`src/rtl/integer_set_table_top_assert.svh`:
```
// Assertion macros shared by the integer set table RTL.
`ifndef INTEGER_SET_TABLE_TOP_ASSERT_SVH
`define INTEGER_SET_TABLE_TOP_ASSERT_SVH

// Same-cycle implication, checked on every rising clock edge outside reset.
`define IST_ASSERT_NOW(lbl, ante, cons, msg) \
   lbl: assert property (@(posedge clock) disable iff (reset) (ante) |-> (cons)) else $error(msg);

// Next-cycle implication, checked on every rising clock edge outside reset.
`define IST_ASSERT_NEXT(lbl, ante, cons, msg) \
   lbl: assert property (@(posedge clock) disable iff (reset) (ante) |=> (cons)) else $error(msg);

`endif

```
`src/rtl/ist_pkg.sv`:
```
// Shared types and codes of the integer set table.
`default_nettype none

package ist_pkg;

   localparam int unsigned RSP_COUNT_W = 5;

   typedef enum logic [1:0] {
      OP_INSERT = 2'd0,
      OP_REMOVE = 2'd1,
      OP_LOOKUP = 2'd2,
      OP_CLEAR  = 2'd3
   } op_type;

   typedef enum logic [1:0] {
      ST_DONE    = 2'd0,
      ST_REFUSED = 2'd1,
      ST_FULL    = 2'd2
   } status_type;

   typedef enum logic [5:0] {
      S_IDLE   = 6'b000001,
      S_SCAN   = 6'b000010,
      S_DECIDE = 6'b000100,
      S_SHIFT  = 6'b001000,
      S_RESP   = 6'b010000,
      S_SPARE  = 6'b100000
   } state_type;

   // One write port of the element store.
   typedef struct packed {
      logic en;
   } store_ctl_type;

endpackage

`default_nettype wire

```
`src/rtl/ist_store.sv`:
```
// Element store: one write port and one registered read port.
`default_nettype none

module ist_store
   import ist_pkg::*;
#(
   parameter int unsigned DEPTH = 16,
   parameter int unsigned WIDTH = 32,
   parameter int unsigned AW    = 4
) (
   input  wire logic             clock,
   input  wire store_ctl_type    wr_ctl,
   input  wire logic [AW-1:0]    wr_addr,
   input  wire logic [WIDTH-1:0] wr_data,
   input  wire logic [AW-1:0]    rd_addr,
   output logic      [WIDTH-1:0] rd_data
);

   logic [WIDTH-1:0] mem [DEPTH];

   always_ff @(posedge clock) begin
      if (wr_ctl.en) begin
         mem[wr_addr] <= wr_data;
      end
   end

   always_ff @(posedge clock) begin
      rd_data <= mem[rd_addr];
   end

endmodule

`default_nettype wire

```
`src/rtl/integer_set_table_top.sv`:
```
// Integer set table: bounded set of distinct integers with linear search.
//  - Request channel req_*: tuser carries the operation (insert, remove,
//    lookup, clear), tdata the signed 32-bit value. A beat is taken when
//    req_tvalid and req_tready are both high.
//  - Response channel rsp_*: one beat per request with status, present flag
//    and the element count after the request.
//  - The block handles one request at a time; req_tready is high only while
//    the sequencer is idle. A finished response waits in the output register,
//    so the next request is taken while rsp_tready is low, but it cannot
//    finish until that response has been taken.
//  - Steps from request to response: a clear goes straight to the response
//    state; any other request scans the stored entries up to a match (no
//    scan when empty), then decides; a remove that hits shifts any later
//    entries down before the response. The scan reads one entry a cycle
//    through the single store read port; a remove stops at the match and
//    moves each later entry down one place a cycle, so scan and move
//    together cover every stored entry.
//  - Reset empties the set and drops any pending response. Store contents
//    are not cleared; only entries below the fill count are ever used.
//  - A stalled receiver holds the response beat stable until it is taken.
`default_nettype none

`include "integer_set_table_top_assert.svh"

module integer_set_table_top
   import ist_pkg::*;
#(
   parameter int unsigned CAPACITY   = 16,
   parameter int unsigned ELEM_WIDTH = 32
) (
   input  wire logic        clock,
   input  wire logic        reset,
   input  wire logic        req_tvalid,
   output logic             req_tready,
   input  wire logic [31:0] req_tdata,   // [31:0] value
   input  wire logic [1:0]  req_tuser,   // [1:0] req_type
   output logic             rsp_tvalid,
   input  wire logic        rsp_tready,
   output logic      [7:0]  rsp_tdata    // [1:0] status, [2] present, [7:3] count
);

   localparam int unsigned AW = (CAPACITY > 1) ? $clog2(CAPACITY) : 1;
   localparam int unsigned CW = $clog2(CAPACITY + 1);

   // Sequencer state
   state_type            state_ff, state_in;
   logic [AW-1:0]        idx_ff, idx_in;
   logic [CW-1:0]        count_ff, count_in;
   op_type               op_ff, op_in;
   logic [ELEM_WIDTH-1:0] key_ff, key_in;
   logic                 present_ff, present_in;
   status_type           status_ff, status_in;

   // Response register
   logic                   rsp_valid_ff, rsp_valid_in;
   status_type             rsp_status_ff, rsp_status_in;
   logic                   rsp_present_ff, rsp_present_in;
   logic [RSP_COUNT_W-1:0] rsp_count_ff, rsp_count_in;

   // Store ports
   store_ctl_type         wr_ctl;
   logic [AW-1:0]         wr_addr;
   logic [ELEM_WIDTH-1:0] wr_data;
   logic [ELEM_WIDTH-1:0] rd_data;

   logic [CW-1:0]          idx_plus;
   logic                   hit;
   logic                   req_fire;
   logic                   rsp_slot_free;
   logic [CW+RSP_COUNT_W-1:0] count_wide;

   assign req_tready    = (state_ff == S_IDLE);
   assign req_fire      = req_tvalid && req_tready;
   assign rsp_slot_free = !rsp_valid_ff || rsp_tready;
   assign idx_plus      = CW'(idx_ff) + CW'(1);
   // Shared compare unit: stored entry against the request key
   assign hit           = (rd_data == key_ff);
   assign count_wide    = {{RSP_COUNT_W{1'b0}}, count_ff};

   ist_store #(
      .DEPTH (CAPACITY),
      .WIDTH (ELEM_WIDTH),
      .AW    (AW)
   ) u_store (
      .clock   (clock),
      .wr_ctl  (wr_ctl),
      .wr_addr (wr_addr),
      .wr_data (wr_data),
      .rd_addr (idx_in),
      .rd_data (rd_data)
   );

   always_comb begin
      state_in   = state_ff;
      idx_in     = idx_ff;
      count_in   = count_ff;
      op_in      = op_ff;
      key_in     = key_ff;
      present_in = present_ff;
      status_in  = status_ff;
      wr_ctl.en  = 1'b0;
      wr_addr    = count_ff[AW-1:0];
      wr_data    = key_ff;

      rsp_valid_in   = rsp_valid_ff && !rsp_tready;
      rsp_status_in  = rsp_status_ff;
      rsp_present_in = rsp_present_ff;
      rsp_count_in   = rsp_count_ff;

      unique case (state_ff)
         S_IDLE: begin
            if (req_fire) begin
               op_in      = op_type'(req_tuser);
               key_in     = ELEM_WIDTH'($signed(req_tdata));
               present_in = 1'b0;
               status_in  = ST_DONE;
               idx_in     = '0;
               if (op_type'(req_tuser) == OP_CLEAR) begin
                  count_in = '0;
                  state_in = S_RESP;
               end else if (count_ff == '0) begin
                  state_in = S_DECIDE;
               end else begin
                  state_in = S_SCAN;
               end
            end
         end
         S_SCAN: begin
            // rd_data holds the entry at idx_ff
            if (hit) begin
               present_in = 1'b1;
               state_in   = S_DECIDE;
            end else if (idx_plus == count_ff) begin
               state_in = S_DECIDE;
            end else begin
               idx_in = idx_ff + AW'(1);
            end
         end
         S_DECIDE: begin
            state_in = S_RESP;
            case (op_ff)
               OP_INSERT: begin
                  if (present_ff) begin
                     status_in = ST_REFUSED;
                  end else if (count_ff >= CW'(CAPACITY)) begin
                     status_in = ST_FULL;
                  end else begin
                     wr_ctl.en = 1'b1;
                     count_in  = count_ff + CW'(1);
                  end
               end
               OP_REMOVE: begin
                  if (!present_ff) begin
                     status_in = ST_REFUSED;
                  end else if (idx_plus < count_ff) begin
                     idx_in   = idx_ff + AW'(1);
                     state_in = S_SHIFT;
                  end else begin
                     count_in = count_ff - CW'(1);
                  end
               end
               default: begin
               end
            endcase
         end
         S_SHIFT: begin
            // Move the entry at idx_ff down one place
            wr_ctl.en = 1'b1;
            wr_addr   = idx_ff - AW'(1);
            wr_data   = rd_data;
            if (idx_plus < count_ff) begin
               idx_in = idx_ff + AW'(1);
            end else begin
               count_in = count_ff - CW'(1);
               state_in = S_RESP;
            end
         end
         S_RESP: begin
            if (rsp_slot_free) begin
               rsp_valid_in   = 1'b1;
               rsp_status_in  = status_ff;
               rsp_present_in = present_ff;
               rsp_count_in   = count_wide[RSP_COUNT_W-1:0];
               state_in       = S_IDLE;
            end
         end
         default: begin
            state_in = S_IDLE;
         end
      endcase
   end

   always_ff @(posedge clock) begin
      if (reset) begin
         state_ff     <= S_IDLE;
         count_ff     <= '0;
         rsp_valid_ff <= 1'b0;
      end else begin
         state_ff     <= state_in;
         count_ff     <= count_in;
         rsp_valid_ff <= rsp_valid_in;
      end
   end

   always_ff @(posedge clock) begin
      idx_ff         <= idx_in;
      op_ff          <= op_in;
      key_ff         <= key_in;
      present_ff     <= present_in;
      status_ff      <= status_in;
      rsp_status_ff  <= rsp_status_in;
      rsp_present_ff <= rsp_present_in;
      rsp_count_ff   <= rsp_count_in;
   end

   assign rsp_tvalid = rsp_valid_ff;
   assign rsp_tdata  = {rsp_count_ff, rsp_present_ff, rsp_status_ff};

   `IST_ASSERT_NOW(a_count_bound, 1'b1, count_ff <= CW'(CAPACITY), "count above capacity")
   `IST_ASSERT_NEXT(a_busy_after_req, req_fire, state_ff != S_IDLE, "idle right after request")
   `IST_ASSERT_NOW(a_rsp_from_resp, rsp_valid_ff && !$past(rsp_valid_ff), $past(state_ff) == S_RESP, "response without sequencer")
   `IST_ASSERT_NEXT(a_insert_grows, (state_ff == S_DECIDE) && (op_ff == OP_INSERT) && !present_ff && (count_ff < CW'(CAPACITY)), count_ff == $past(count_ff) + CW'(1), "insert lost")

endmodule

`default_nettype wire

```
`config.mk`:
```
export PLATFORM = sky130hd
export DESIGN_NAME = integer_set_table_top
export DESIGN_NICKNAME = d
export VERILOG_FILES = /design/src/rtl/ist_pkg.sv /design/src/rtl/ist_store.sv /design/src/rtl/integer_set_table_top.sv
export VERILOG_INCLUDE_DIRS = /design/src /design/src/rtl
export SDC_FILE = /design/constraint.sdc
export NUM_CORES = 1
export LEC_CHECK = 0
export ABC_CLOCK_PERIOD_IN_PS = 10400
export BUFFER_PORTS_ARGS = -buffer_cell sky130_fd_sc_hd__clkbuf_2
export CELL_PAD_IN_SITES_DETAIL_PLACEMENT = 1
export CELL_PAD_IN_SITES_GLOBAL_PLACEMENT = 1
export CORE_ASPECT_RATIO = 1.4
export CORE_MARGIN = 3
export CORE_UTILIZATION = 35
export DETAILED_ROUTE_END_ITERATION = 10
export HOLD_SLACK_MARGIN = 0.12
export PLACE_DENSITY_LB_ADDON = 0.12
export SYNTH_ARGS = -nofsm -noshare
export SYNTH_HDL_FRONTEND = slang
export SYNTH_HIERARCHICAL = 1
export SYNTH_SLANG_ARGS = --single-unit
```
`constraint.sdc`:
```
create_clock -name clock -period 10.4 [get_ports clock]
set_clock_uncertainty 0.15 [all_clocks]
set_input_delay 3.12 -clock clock [delete_from_list [all_inputs] [get_ports clock]]
set_output_delay 3.12 -clock clock [all_outputs]
set_load 0.02 [all_outputs]
```
==> flow_summary.yaml <==
critical_path:
  crit_chain: "clkbuf_2 -> o2111ai_1 -> mux2_8 -> buf_12 -> mux4_2 -> a22oi_1 -> nand2_1"
  rrSetupSlack_ns: 5.35
  critPathRequiredTime_ns: 10.76
  startpoint: "req_tvalid"
  cp.arrival_ns: 5.96
  critPathKind: "input port to register"
  critPathLaunchType: "input port"
  rr_endpoint: "u_store/rd_data[10]$_DFF_P_"
  crit_family: "multiplexers"
  crit_path_max_incr_delay_ns: 0.77
  r2r_cells: 13
  end_kind: "register"
  cp_slowest_cell: "mux2_8"
  critPathMaxFanout: 66
  regToRegStartpoint: "idx_ff[0]$_DFF_P_"
  cp_num_buf_inv: 2
grt:
  grt_pass1_vias: 12376
  grt_use_total_pct: 17.5
  grt.overflow.total: 0
  grt_max_degree: 67
  grt_pass1_wl_mm: 87.6
  antenna_found_initial: 2
route:
  drt_pass1_iterations: 5
  vias: 11343
  viasPerCell: 5.39
  routedWlPerCell_um: 28.6
  drt_iter0_markers: 945
  wl_mm: 60.2
  ant_nets: 0
  route.detailed.drc: 0
timing:
  rsz0062_at_grt: "false"
  setup_viol: 0
  layout_min_cycle_time_ns: 5.60
  slew_headroom_pct: 32.3
  finalSetupTns_ns: 0
  max_freq_ghz: 0.179
  drv_slew: 0
  worst_pin_slew_ns: 1.02
  min_period_over_period_pct: 53.8
  hold_viol: 0
hold_path:
  hold_depth: 0
  hold_path.class: "register to register"
  hold_end: "rsp_status_ff[1]$_DFFE_PP_"
  hold_path_startpoint: "status_ff[1]$_SDFFCE_PP0P_"
clocking:
  clkTransAtPathRegs_ns: 0.06
  cts_buffer_depth: 3
  cts_tree: "done"
  cts_made_buffers: 59
  htree_levels: 2
  clkLatencyLatePin_ns: 0.63
  cts_resized: 0
  cts_root_buffer: "clkbuf_16"
  cts_setup_buffers: 0
  ctsHoldBuffers: 0
  cts.sinks: 604
logic_synthesis:
  yosys.area.top_type: "edfxtp_1"
  syn_avg_cell_area_sq_um: 20.6
  async_flop_share_pct: 0
  synth.net_count: 1175
  synth_top_area_share_pct: 72.1
  synth_ff_type: "edfxtp_1"
  ys_top_cells_by_count: "557 x edfxtp_1, 128 x mux4_2, 65 x a22oi_1"
  synth_area_leaders: "edfxtp_1 72%, mux4_2 12%, dfxtp_1 4.1%"
  netlist_instances: 1127
  synth_edf_count: 557
  synth.most_common_cell: "edfxtp_1"
  synth_area_sq_um: 23200
  seq_area_frac_synth_pct: 76.2
  ys_ff_latch: 604
  synth_cell_types: 55
  yosys_warnings: 6
floorplanning:
  die_x_um: 224
  die_area_sq_um: 69400
  die_y_um: 311
  rows: 111
  core_sq_um: 65600
  io_pins: 48
  start_util_pct: 35.4
pwr:
  powerDensity_nw_per_um2: 206
  ir_worst_vdd_mv: 0.118
  power.leakage_nw: 8.17
run:
  maxCapViolations: 0
placement:
  dp_hpwl_mm: 29.9
  io_buffers: 47
  gp_congestion: 0.710
cells_and_area:
  drive_above_1_share_pct: 28.9
  fillers: 6224
  fin_util_pct: 40.5
  synthToLayoutAreaGrowth_pct: 14.5
  nets: 1257
outcome:
  outcome: "completed"
-- placed cells by master (no fill, tap or decap), drive strengths merged, types with 5 or more instances in the layout --
master / netlist / routed
a31oi: 5 / 5
o21ai: 11 / 11
nand2: 44 / 44
xnor2: 35 / 35
mux2: 33 / 33
nand3b: 6 / 6
clkinv: 0 / 15
inv: 10 / 12
a21oi: 13 / 13
ha: 10 / 10
bufinv: 0 / 5
a22oi: 65 / 65
edfxtp: 557 / 557
nand2b: 5 / 5
nor2b: 7 / 7
nand4: 11 / 11
buf: 28 / 25
nor2: 33 / 33
o31ai: 5 / 5
mux4: 128 / 128
dfxtp: 47 / 47
clkinvlp: 0 / 9
nand3: 5 / 5
nor3: 12 / 12
clkbuf: 23 / 125
-- per-layer routing --
layer	up-vias	global-route usage, %	wire [um]
met2	235	29.5	30000
met4	2	5.21	1710
met3	86	2.67	2430
li1	4809	-	-
met5	-	0	11
met1	6211	23.5	26000
-- flip-flops by register name, summed over array words and instances (netlist names), 2 cells and up --
| register | cells |
|---|---|
| u_store/mem | 512 |
| u_store/rd_data | 32 |
| count_ff | 5 |
| key_ff | 32 |
| rsp_status_ff | 2 |
| state_ff | 5 |
| status_ff | 2 |
| rsp_count_ff | 5 |
| op_ff | 2 |
| idx_ff | 4 |
-- metrics by stage --
| step | hold slack, ns | worst slack (ns) | total power, mW | cells | cell area (sq um) |
|---|---|---|---|---|---|
| detailed placement | 0.259 | 4.04 | 3.38 | 1995 | 24600 |
| finish | 0.271 | 4.80 | 5.47 | 2105 | 26500 |
| global placement | 0.253 | 4.05 | 3.36 | 1995 | 24600 |
| CTS | 0.274 | 4.72 | 5.54 | 2104 | 26500 |
| global route | 0.286 | 4.47 | 5.67 | 2105 | 26500 |
| floorplan | 0.250 | 5.33 | 3.20 | 1127 | 23200 |
-- logic make-up (layout without fill, tap and decap cells) --
logic type                 after synthesis  after routing  synth area share, %
adders and majority gates               10             10                0.540
buffers and inverters                   61            191                 1.19
muxes                                  161            161                 14.0
other                                    0              1                    0
and+or+nand+nor                        137            137                 2.96
xor gates and xnor gates                37             37                 1.40
DFF                                    604            604                 76.2
AOI/OAI and AO/OA                      117            117                 3.69
-- power by group --
part	total [mW]	internal (mW)	switching, mW
clock network	2.15	1.22	0.936
logic	0.453	0.156	0.297
registers	2.86	2.81	0.0478
-- cell type report --
| type | instances | area, sq um | share of cell area, % |
|---|---|---|---|
| antenna | 1 | 2.50 | 0.00943 |
| tap | 847 | 1060 | 3.99 |
| timing repair buffer | 72 | 435 | 1.64 |
| sequential | 604 | 17700 | 66.6 |
| clock buffer | 78 | 1620 | 6.10 |
| inverter | 10 | 37.5 | 0.141 |
| clock inverter | 31 | 312 | 1.17 |
| multi-input combinational | 462 | 5410 | 20.4 |
-- worst register-to-register path, stage by stage (launching register included) --
cell       delay, ns
dfxtp_1         0.44
inv_1           0.12
ha_1            0.37
ha_1            0.30
nor2b_1         0.13
o211ai_1        0.11
a31oi_1         0.54
o21ai_0         0.22
o2111ai_1       0.29
mux2_8          0.77
buf_12          0.55
mux4_2          0.63
a22oi_1         0.22
nand2_1         0.08
-- worst max path at each step --
stage                                        endpoint  slack [ns]  depth (start not counted)
after global placement    u_store/rd_data[14]$_DFF_P_        4.05                          7
after global routing       u_store/rd_data[4]$_DFF_P_        4.47                          7
final                     u_store/rd_data[10]$_DFF_P_        4.80                          7
after floorplan           u_store/rd_data[10]$_DFF_P_        5.33                          7
after CTS                 u_store/rd_data[10]$_DFF_P_        4.72                          7
after detailed placement  u_store/rd_data[10]$_DFF_P_        4.04                          7
No activity file was read; power rests on OpenSTA's default activity.
